--- src/hdl/ppu_pkg.sv ---
// Shared types and constants for the palette pixel unpacker.
`default_nettype none

package ppu_pkg;

	// Palette size and the address width that follows from it.
	localparam int PALETTE_DEPTH = 256;
	localparam int PAL_AW        = (PALETTE_DEPTH > 1) ? $clog2(PALETTE_DEPTH) : 1;

	// Operation codes of an input transaction.
	localparam logic OP_FRAME_BYTE = 1'b0;
	localparam logic OP_PAL_WRITE  = 1'b1;

	// Pixel depth codes; everything from DEPTH_DIRECT up is direct color.
	localparam logic [2:0] DEPTH_1BPP   = 3'd0;
	localparam logic [2:0] DEPTH_2BPP   = 3'd1;
	localparam logic [2:0] DEPTH_4BPP   = 3'd2;
	localparam logic [2:0] DEPTH_8BPP   = 3'd3;
	localparam logic [2:0] DEPTH_DIRECT = 3'd4;

	// Register map.
	localparam logic REG_PIXEL_DEPTH = 1'b0;

	// Input transaction.
	typedef struct packed {
		logic        op;
		logic [7:0]  data_byte;
		logic [7:0]  palette_index;
		logic [15:0] palette_color;
	} in_t;

	// Result transaction.
	typedef struct packed {
		logic [15:0] pixel_color;
		logic        last_of_byte;
	} out_t;

	// Control carried alongside a palette read into the result stage.
	typedef struct packed {
		logic        direct;
		logic        oob;
		logic        last;
		logic [15:0] direct_color;
	} pix_ctrl_t;

endpackage

`default_nettype wire

--- src/hdl/ppu_result.sv ---
// Result stage: pairs registered palette data with its control and drives the output.
`default_nettype none

module ppu_result (
	input  wire logic               clk,
	input  wire logic               arst_n,
	input  wire logic               emit,
	input  wire ppu_pkg::pix_ctrl_t emit_ctrl,
	output      logic               res_ready,
	input  wire logic [15:0]        pal_rdata,
	output      logic               out_valid,
	input  wire logic               out_ready,
	output      ppu_pkg::out_t      out_data
);
	import ppu_pkg::*;

	logic      valid_s2;
	pix_ctrl_t ctrl_s2;

	// The stage takes a new pixel when empty or when its pixel leaves.
	assign res_ready = !valid_s2 || out_ready;

	always_ff @(posedge clk or negedge arst_n) begin
		if (!arst_n) begin
			valid_s2 <= 1'b0;
		end else if (res_ready) begin
			valid_s2 <= emit;
		end
	end

	always_ff @(posedge clk) begin
		if (res_ready && emit) begin
			ctrl_s2 <= emit_ctrl;
		end
	end

	// Color select: direct pair, out of range index, or palette entry.
	assign out_valid             = valid_s2;
	assign out_data.pixel_color  = ctrl_s2.direct ? ctrl_s2.direct_color :
	                               (ctrl_s2.oob ? 16'd0 : pal_rdata);
	assign out_data.last_of_byte = ctrl_s2.last;

endmodule

`default_nettype wire

--- config.mk ---
export PLATFORM = sky130hd
export DESIGN_NAME = ppu_result
export DESIGN_NICKNAME = d
export VERILOG_FILES = /design/src/hdl/ppu_pkg.sv /design/src/hdl/ppu_result.sv
export SDC_FILE = /design/constraint.sdc
export NUM_CORES = 1
export LEC_CHECK = 0
export BUFFER_PORTS_ARGS = -buffer_cell sky130_fd_sc_hd__buf_2
export CORE_ASPECT_RATIO = 1.4
export CORE_MARGIN = 2
export CORE_UTILIZATION = 39
export CTS_CLUSTER_DIAMETER = 60
export CTS_CLUSTER_SIZE = 25
export DETAILED_ROUTE_END_ITERATION = 12
export GPL_TIMING_DRIVEN = 0
export HOLD_SLACK_MARGIN = 0.05
export PLACE_DENSITY = 0.76
export SYNTH_ARGS = -nofsm -noshare
export SYNTH_HDL_FRONTEND = slang
export SYNTH_SLANG_ARGS = --single-unit
export TNS_END_PERCENT = 100
--- constraint.sdc ---
create_clock -name clk -period 2.1 [get_ports clk]
set_clock_uncertainty 0.15 [all_clocks]
set_input_delay 0.315 -clock clk [delete_from_list [all_inputs] [get_ports clk]]
set_output_delay 0.315 -clock clk [all_outputs]
set_load 0.005 [all_outputs]
==> metrics.txt <==
Final setup viols 0; Max-Cap Viols 0; most frequent cells in the layout 57 x buf_2, 20 x dlygate4sd3_1, 19 x edfxtp_1; total gr overflow 0; CTS tree done; die span in y 58.7 um; worst hold-check path type in2reg; slowest stage cell, crit path edfxtp_1; Comb pwr share 16.5%; GR Util All Layers 18.9%; Final Max Tran Viols 0; Clk pwr share 32.9%; global-route wire length before repair 3.43 mm; fmax 548 MHz; Internal 0.751 mW; site row count 19; initial antenna violation count 0; share of cells above drive strength 1 56.7%; most common cell after layout, fill and taps aside buf_2; Die W 43.1 um; top cells by area, synth edfxtp_1 68%, a22o_1 10%, a22o_2 6.0%, dfrtp_1 3.0%, buf_6 2.7%; clk sinks 20; post-synthesis sequential area ratio 71.4%; Wirelength per Cell 15.7 um; vias 731; TritonCTS buffer count 3; Yosys top cell by area edfxtp_1; worst path arrival time 1.36 ns; CP required 1.63 ns; Remaining DRCs 0; Mapped Cells 46; setup TNS 0 ns; Final Hold Viols 0; dpl ws 0.394 ns; min cycle time layout 1.82 ns; IO buf count 57; switch share 19.4%; Initial Util 41.8%; core area 2000 um2; total power per unit cell area 666 nW/um2; yosys synthesis warning count 0; worst setup path category reg2out; Crit path max-delay family buffers and inverters; Starting DRT DRC Count 18; routed wire length 2.32 mm; final hold slack 0.0840 ns; Routed Antenna Nets 0; post-synth net total 85; Worst Tran Pin Value 0.818 ns; Final nets 167; Post-DP Area 1150 um2; largest net degree at the start of global routing 20; Flop pwr share 50.6%; post-synth cell types 13; DR pass1 iterations 4; clk_lat worst skew 0.29 ns; status finished clean; Reg clk slew, reported paths 0.12 ns; I/O pins 58; Buf/Inv on CP 3; Relative slew margins 45.5%; flop2flop setup slack 0.34 ns; Final GP Congestion 0.625; top-area cell type share of the netlist area 68.4%; CP Cell Sequence buf_6, nor2_8, buf_8, a22o_1, buf_2; CP max stage delay 0.39 ns; vias in the first global route 802; area grow syn2layout 67.6%; P_sw 0.181 mW; CP Capture Type output port; Setup WS post-layout 0.276 ns; mapped cell area 835 um2; die area 2530 um2; crit start category register; peak supply drop 558 uV; Crit Path Max Fanout 10; DP Wirelength 1.33 mm; H-Tree Depth 1; CTS Buffer Depth 2; Design Area, Final 1400 um2; Ant. Diodes 0; post-cts sizing count 0; Tcrit/Tclk final 86.8%; Mapped Avg Cell Area 18.1 um2; FF+latch count, synth 20; average vias per placed instance 4.94; RSZ-0062 raised after global routing no; clock root buffer clkbuf_4; Leakage 0.642 nW
[logic make-up after synthesis]
| family | Yosys count | share of synthesized area [%] |
|---|---|---|
| and+or+nand+nor | 6 | 6.15 |
| buffers and inverters | 4 | 5.40 |
| DFF | 20 | 71.4 |
| AOI/OAI and AO/OA | 16 | 17.1 |
[synthesized netlist by cell type (all sizes together)]
| master | number |
|---|---|
| and2 | 1 |
| dfrtp | 1 |
| nand2b | 3 |
| a22o | 15 |
| buf | 4 |
| o21ai | 1 |
| edfxtp | 19 |
| nand2 | 1 |
| nor2 | 1 |
[registers in the layout (all words and copies together), names as in the netlist]
signal and flops:
out_data 1, out_valid 1, ctrl_s2 18
[layout make-up]
class	count	area [um2]
timing repair buffer	77	485
multi-input combinational	22	194
clock buffer	3	22.5
fill	140	598
clock inverter	1	30.0
tap	21	26.3
sequential	20	596
buffer	4	45.0
[power groups by stage]
stage          Clock, mW  Sequential, mW  Combinational, mW
6_report           0.306           0.472              0.153
5_1_grt            0.325           0.474              0.165
4_1_cts            0.307           0.471              0.149
3_5_place_dp           0           0.480              0.120
3_3_place_gp           0           0.479              0.118
2_1_floorplan          0           0.478             0.0552
[per-stage QoR]
step | power [mW] | util (%) | cells
final | 0.932 | 70.1 | 148
after floorplan | 0.533 | - | 46
after detailed placement | 0.600 | 57.4 | 124
after global routing | 0.964 | 70.1 | 148
after CTS | 0.928 | 70.1 | 148
after global placement | 0.596 | 57.4 | 124
[worst paths after layout]
path | startpoint | endpoint | cells past startpoint
setup / recovery | ctrl_s2[18]$_DFFE_PP_ | out_data[4] | 5
hold / removal | emit | out_valid$_DFFE_PN0P_ | 2
setup reg to reg | out_valid$_DFFE_PN0P_ | ctrl_s2[4]$_DFFE_PP_ | 2
hold reg to reg | out_valid$_DFFE_PN0P_ | out_valid$_DFFE_PN0P_ | 2
max in group asynchronous | arst_n | out_valid$_DFFE_PN0P_ | 2
min in group asynchronous | arst_n | out_valid$_DFFE_PN0P_ | 2
[metal layers]
metal / wire (um) / GRT usage (%) / vias to the layer above
met5: 0 / 0 / -
met1: 629 / 13.6 / 348
li1: - / - / 346
met4: 82 / 9.09 / 0
met2: 1490 / 41.2 / 29
met3: 114 / 4.60 / 8
[what timing repair did]
| action | CTS | global route |
|---|---|---|
| hold buffers | 20 | 0 |
| setup endpoints to repair | 0 | 0 |
| hold endpoints to repair | 20 | 0 |
| setup buffers | 0 | 0 |
No activity file was read; power rests on OpenSTA's default activity.
