$ cat src/hdl/ppu_pkg.sv
// Shared types and constants for the palette pixel unpacker.
`default_nettype none

package ppu_pkg;

	// Palette size and the address width that follows from it.
	localparam int PALETTE_DEPTH = 256;
	localparam int PAL_AW        = (PALETTE_DEPTH > 1) ? $clog2(PALETTE_DEPTH) : 1;

	// Operation codes of an input transaction.
	localparam logic OP_FRAME_BYTE = 1'b0;
	localparam logic OP_PAL_WRITE  = 1'b1;

	// Pixel depth codes; everything from DEPTH_DIRECT up is direct color.
	localparam logic [2:0] DEPTH_1BPP   = 3'd0;
	localparam logic [2:0] DEPTH_2BPP   = 3'd1;
	localparam logic [2:0] DEPTH_4BPP   = 3'd2;
	localparam logic [2:0] DEPTH_8BPP   = 3'd3;
	localparam logic [2:0] DEPTH_DIRECT = 3'd4;

	// Register map.
	localparam logic REG_PIXEL_DEPTH = 1'b0;

	// Input transaction.
	typedef struct packed {
		logic        op;
		logic [7:0]  data_byte;
		logic [7:0]  palette_index;
		logic [15:0] palette_color;
	} in_t;

	// Result transaction.
	typedef struct packed {
		logic [15:0] pixel_color;
		logic        last_of_byte;
	} out_t;

	// Control carried alongside a palette read into the result stage.
	typedef struct packed {
		logic        direct;
		logic        oob;
		logic        last;
		logic [15:0] direct_color;
	} pix_ctrl_t;

endpackage

`default_nettype wire

$ cat src/hdl/ppu_issue.sv
// Issue stage: holds one input transaction, walks its pixels and drives the palette.
`default_nettype none

module ppu_issue (
	input  wire logic                       clk,
	input  wire logic                       arst_n,
	input  wire logic [2:0]                 depth_code,
	input  wire logic                       cfg_wr,
	input  wire logic                       in_valid,
	output      logic                       in_ready,
	input  wire ppu_pkg::in_t               in_data,
	input  wire logic                       res_ready,
	output      logic                       emit,
	output      ppu_pkg::pix_ctrl_t         emit_ctrl,
	output      logic                       pal_we,
	output      logic [ppu_pkg::PAL_AW-1:0] pal_waddr,
	output      logic [15:0]                pal_wdata,
	output      logic [ppu_pkg::PAL_AW-1:0] pal_raddr
);
	import ppu_pkg::*;

	logic        valid_s1;
	in_t         item_s1;
	logic [2:0]  code_s1;
	logic [2:0]  pix_cnt_s1;
	logic [7:0]  held_high_q;
	logic        high_held_q;

	logic        is_write;
	logic        direct_mode;
	logic [2:0]  shift;
	logic [2:0]  last_idx;
	logic [7:0]  mask;
	logic [7:0]  idx;
	logic        last_step;
	logic        go;
	logic        done;
	logic        in_fire;

	// Decode of the held transaction; the depth is captured at acceptance.
	assign is_write    = (item_s1.op == OP_PAL_WRITE);
	assign direct_mode = (code_s1 >= DEPTH_DIRECT);
	assign shift       = 3'(pix_cnt_s1 << code_s1[1:0]);
	assign last_idx    = 3'(3'd7 >> code_s1[1:0]);

	always_comb begin
		case (code_s1)
			DEPTH_1BPP: mask = 8'h01;
			DEPTH_2BPP: mask = 8'h03;
			DEPTH_4BPP: mask = 8'h0f;
			DEPTH_8BPP: mask = 8'hff;
			default:    mask = 8'hff;
		endcase
	end

	assign idx = 8'(item_s1.data_byte >> shift) & mask;

	// A frame byte gives a pixel now unless it is the first half of a direct pair.
	assign emit      = valid_s1 && !is_write && (!direct_mode || high_held_q);
	assign go        = valid_s1 && (!emit || res_ready);
	assign last_step = is_write || direct_mode || (pix_cnt_s1 == last_idx);
	assign done      = go && last_step;
	assign in_ready  = !valid_s1 || done;
	assign in_fire   = in_valid && in_ready;

	assign emit_ctrl.direct       = direct_mode;
	assign emit_ctrl.oob          = (int'(idx) >= PALETTE_DEPTH);
	assign emit_ctrl.last         = last_step;
	assign emit_ctrl.direct_color = {held_high_q, item_s1.data_byte};

	// Palette port: writes outside the palette are dropped.
	assign pal_we    = go && is_write && (int'(item_s1.palette_index) < PALETTE_DEPTH);
	assign pal_waddr = item_s1.palette_index[PAL_AW-1:0];
	assign pal_wdata = item_s1.palette_color;
	assign pal_raddr = idx[PAL_AW-1:0];

	// Control state of the stage and its pixel counter.
	always_ff @(posedge clk or negedge arst_n) begin
		if (!arst_n) begin
			valid_s1   <= 1'b0;
			pix_cnt_s1 <= 3'd0;
		end else if (in_fire) begin
			valid_s1   <= 1'b1;
			pix_cnt_s1 <= 3'd0;
		end else if (done) begin
			valid_s1 <= 1'b0;
		end else if (go) begin
			pix_cnt_s1 <= pix_cnt_s1 + 3'd1;
		end
	end

	// Transaction payload and the depth it is unpacked with.
	always_ff @(posedge clk) begin
		if (in_fire) begin
			item_s1 <= in_data;
			code_s1 <= depth_code;
		end
	end

	// Direct mode pairing; a depth write drops a half pair.
	always_ff @(posedge clk or negedge arst_n) begin
		if (!arst_n) begin
			held_high_q <= 8'd0;
			high_held_q <= 1'b0;
		end else if (cfg_wr) begin
			high_held_q <= 1'b0;
		end else if (go && !is_write && direct_mode) begin
			if (!high_held_q) begin
				held_high_q <= item_s1.data_byte;
				high_held_q <= 1'b1;
			end else begin
				high_held_q <= 1'b0;
			end
		end
	end

endmodule

`default_nettype wire

$ cat config.mk
export PLATFORM = sky130hd
export DESIGN_NAME = ppu_issue
export DESIGN_NICKNAME = d
export VERILOG_FILES = /design/src/hdl/ppu_pkg.sv /design/src/hdl/ppu_issue.sv
export SDC_FILE = /design/constraint.sdc
export NUM_CORES = 1
export LEC_CHECK = 0
export ABC_AREA = 1
export BUFFER_PORTS_ARGS = -buffer_cell sky130_fd_sc_hd__buf_4
export CORE_ASPECT_RATIO = 0.9
export CORE_MARGIN = 4
export CORE_UTILIZATION = 25
export DETAILED_ROUTE_END_ITERATION = 8
export GPL_TIMING_DRIVEN = 1
export SLEW_MARGIN = 25
export SYNTH_ARGS = -nofsm -noshare
export SYNTH_HDL_FRONTEND = slang
export SYNTH_SLANG_ARGS = --single-unit
$ cat constraint.sdc
create_clock -name clk -period 2 [get_ports clk]
set_input_delay 0.4 -clock clk [delete_from_list [all_inputs] [get_ports clk]]
set_output_delay 0.4 -clock clk [all_outputs]
set_load 0.005 [all_outputs]
==> key figures <==
Floorplan
  – Die ar.: slightly above 0.01 mm^2
  – Core area: between 0.008 and 0.009 mm^2
  – Die X: 105 um
  – Rows: 31
  – Die H: 95.5 um
  – Initial core utilization: 0.260
  – Ports: 95

Cells and area
  – Cell area after layout: 0.00334 mm^2
  – Antenna Diode Count: 0
  – Layout fillers: 795
  – Most common library cell in the layout ignoring fill and taps: buf_4
  – Most frequent cells in the layout: buf_4, nand2_1, edfxtp_1, inv_1
  – Synth-to-Final Area Change: 56.7%
  – Nets: 353
  – Layout cells sized above 1: 0.503

CTS
  – Sink Count: 49
  – Htree depth: 2
  – Num CTS Buffers: 5
  – CTS tree: yes
  – Clock Latency Late Sink: approximately 0.3 ns
  – Root Driver: clkbuf_8
  – Clock slew at reported path FFs: 0.09 ns
  – Worst-case clock buffer depth: 2

Critical path
  – CP Capture Type: primary output
  – Critical path launch point type: flop
  – CP required: 1.60 ns
  – Largest delay share family, worst path: flip-flops
  – Slowest cell on crit path: edfxtp_1
  – Critical-path cell list: nor2_4 > buf_4 > nand2_4 > nand2_4 > inv_2 > a211oi_2 > nor2_2 > buf_4
  – Critical path peak fanout: 5
  – Buffers plus inverters on the worst setup path: 3
  – CP arrival: 1.77 ns
  – WS Path Type: reg -> out
  – Critical path's largest stage delay: 0.46 ns

Timing
  – Fmax: between 400 and 500 MHz
  – RSZ-0062 raised after global routing: yes
  – Setup violations, final: ~40
  – Layout Skew: between 0.005 and 0.006 ns
  – Setup WS post-layout: -0.167 ns
  – Hold Violations, Final: 0
  – Final Slew Violations: 0
  – Final period utilization: 1.08
  – Fin crit period: 2.17 ns
  – TNS Setup: -2.01 ns

Logic synthesis
  – #FFs+latches synth: 49
  – Synth area leader: edfxtp_1
  – Distinct cells, synth: 29
  – Synth area leaders: edfxtp_1, dfrtp_1, nand2_1
  – Synthesized instance count: 197
  – Syn Std Cell Area: 0.00213 mm^2
  – Seq/Total Area, Yosys: 0.661
  – Average size of a mapped cell: about 11 um^2
  – Synth top area share: 0.508
  – Syn nets: approximately 240
  – Warnings, synthesis: 0

Power and ir drop
  – Peak VDD IR: 492 uV
  – Leakage: 1.54 nW
  – Cell area power density: 839 mW/mm^2

Route
  – Vias: 1783
  – DRT Pass-1 Iters: 4
  – DRC: 0
  – Drt wl/cell: 13.5 um
  – Final ANT Viol Nets: 0
  – Final WL: 5.77 mm
  – DR vias/cell: 4.18
  – DRT iter0 DRCs: 60

Global routing
  – Congestion Overflow GR: 0
  – Global-route wire length before repair: ~9.2 mm
  – Initial antenna violation count: 0
  – Total Routing Usage GR: 0.116
  – Largest net degree at the start of global routing: 29
  – Vias in the first global route: 1854

Hold path
  – Min-Delay Path Class: in -> reg

Place
  – GP Congestion: between 0.8 and 0.9
  – Port buffer count: 93
  – Area after DPL: between 0.002 and 0.003 mm^2
  – HPWL Detailed: 4.39 mm
  – Pre-CTS setup slack: 0.0591 ns

Outcome
  – Failing checks: setup timing
  – Status: finished with violations

Run
  – Total of max-cap violations: 0
-- path summary, 6_finish.rpt --
kind / startpoint / to / slack [ns] / cells past startpoint
worst max-delay path: code_s1[1] / pal_raddr[1] / -0.17 / 8
worst max register to register: code_s1[0] / code_s1[1] / -0.06 / 9
max in group asynchronous: arst_n / pix_cnt_s1[1] / 1.36 / 2
worst min register to register: held_high_q[1] / held_high_q[1] / 0.50 / 2
min in group asynchronous: arst_n / high_held_q / 0.48 / 2
worst min-delay path: in_data[25] / emit_ctrl[1] / 0.27 / 1
-- layout make-up --
cell class / instances / area [um^2] / area share
Tap cell: 115 / 144 / 0.0431
Timing Repair Buffer: 113 / 918 / 0.275
Sequential cell: 49 / 1410 / 0.422
Inverter: 23 / 86.3 / 0.0259
Clock inverter: 2 / 13.8 / 0.00413
Multi-Input combinational cell: 119 / 694 / 0.208
Clock buffer: 6 / 72.6 / 0.0218
-- kinds of logic (layout without fill, tap and decap cells) --
kind of cell / after synthesis / in the layout / share of synthesized area
simple gates: 86 / 87 / 0.174
flops: 49 / 49 / 0.661
buf+inv: 30 / 144 / 0.0629
compound gates: 27 / 27 / 0.0788
mux: 3 / 3 / 0.0159
fa+ha+maj: 1 / 1 / 0.00588
other cells: 1 / 1 / 0.00176
-- what timing repair did --
item	4_1_cts	5_1_grt
endpoints found under the setup margin	9	47
setup buffers	5	5
hold endpoints to repair	13	0
pin swaps	5	7
gates cloned	1	3
resized for setup	12	19
hold buffers	1	0
-- metal layers --
layer	vias up	share of wire	track usage
met5	-	0	0
met4	0	0.0099	0.0361
met3	5	0.15	0.0704
met2	90	0.44	0.179
met1	808	0.40	0.135
li1	880	-	-
-- power breakdown --
group / leakage, nW / switching (W) / internal (W)
clock network: 0.0456 / 0.000322 / 0.000250
registers: 0.505 / 0.0000930 / 0.00125
logic: 0.989 / 0.000408 / 0.000473
-- registers in the layout, indices dropped and copies added (netlist names) --
signal       cells
code_s1          3
emit_ctrl        8
held_high_q      8
high_held_q      1
is_write         1
pal_waddr        8
pal_wdata       16
pix_cnt_s1       3
valid_s1         1
-- Yosys cell counts, drive strengths merged --
master,instances
conb,1
dfrtp,13
mux2,3
nand2,59
nor3,2
ha,1
o21a,1
o21ai,18
a21oi,5
nand4,3
nand3,6
clkbuf,1
nor2,16
o21bai,1
a211oi,1
o31ai,1
edfxtp,36
buf,6
inv,23
-- metrics by stage --
step	total power (W)	instances	utilization	hold WS (ns)
4_1_cts	0.00275	419	0.386	0.260
5_1_grt	0.00299	427	0.408	0.249
3_5_place_dp	0.00213	404	0.364	0.258
6_report	0.00280	427	0.408	0.272
3_3_place_gp	0.00212	404	0.364	0.258
2_1_floorplan	0.00168	197	-	0.104
No activity file was read; power rests on OpenSTA's default activity.
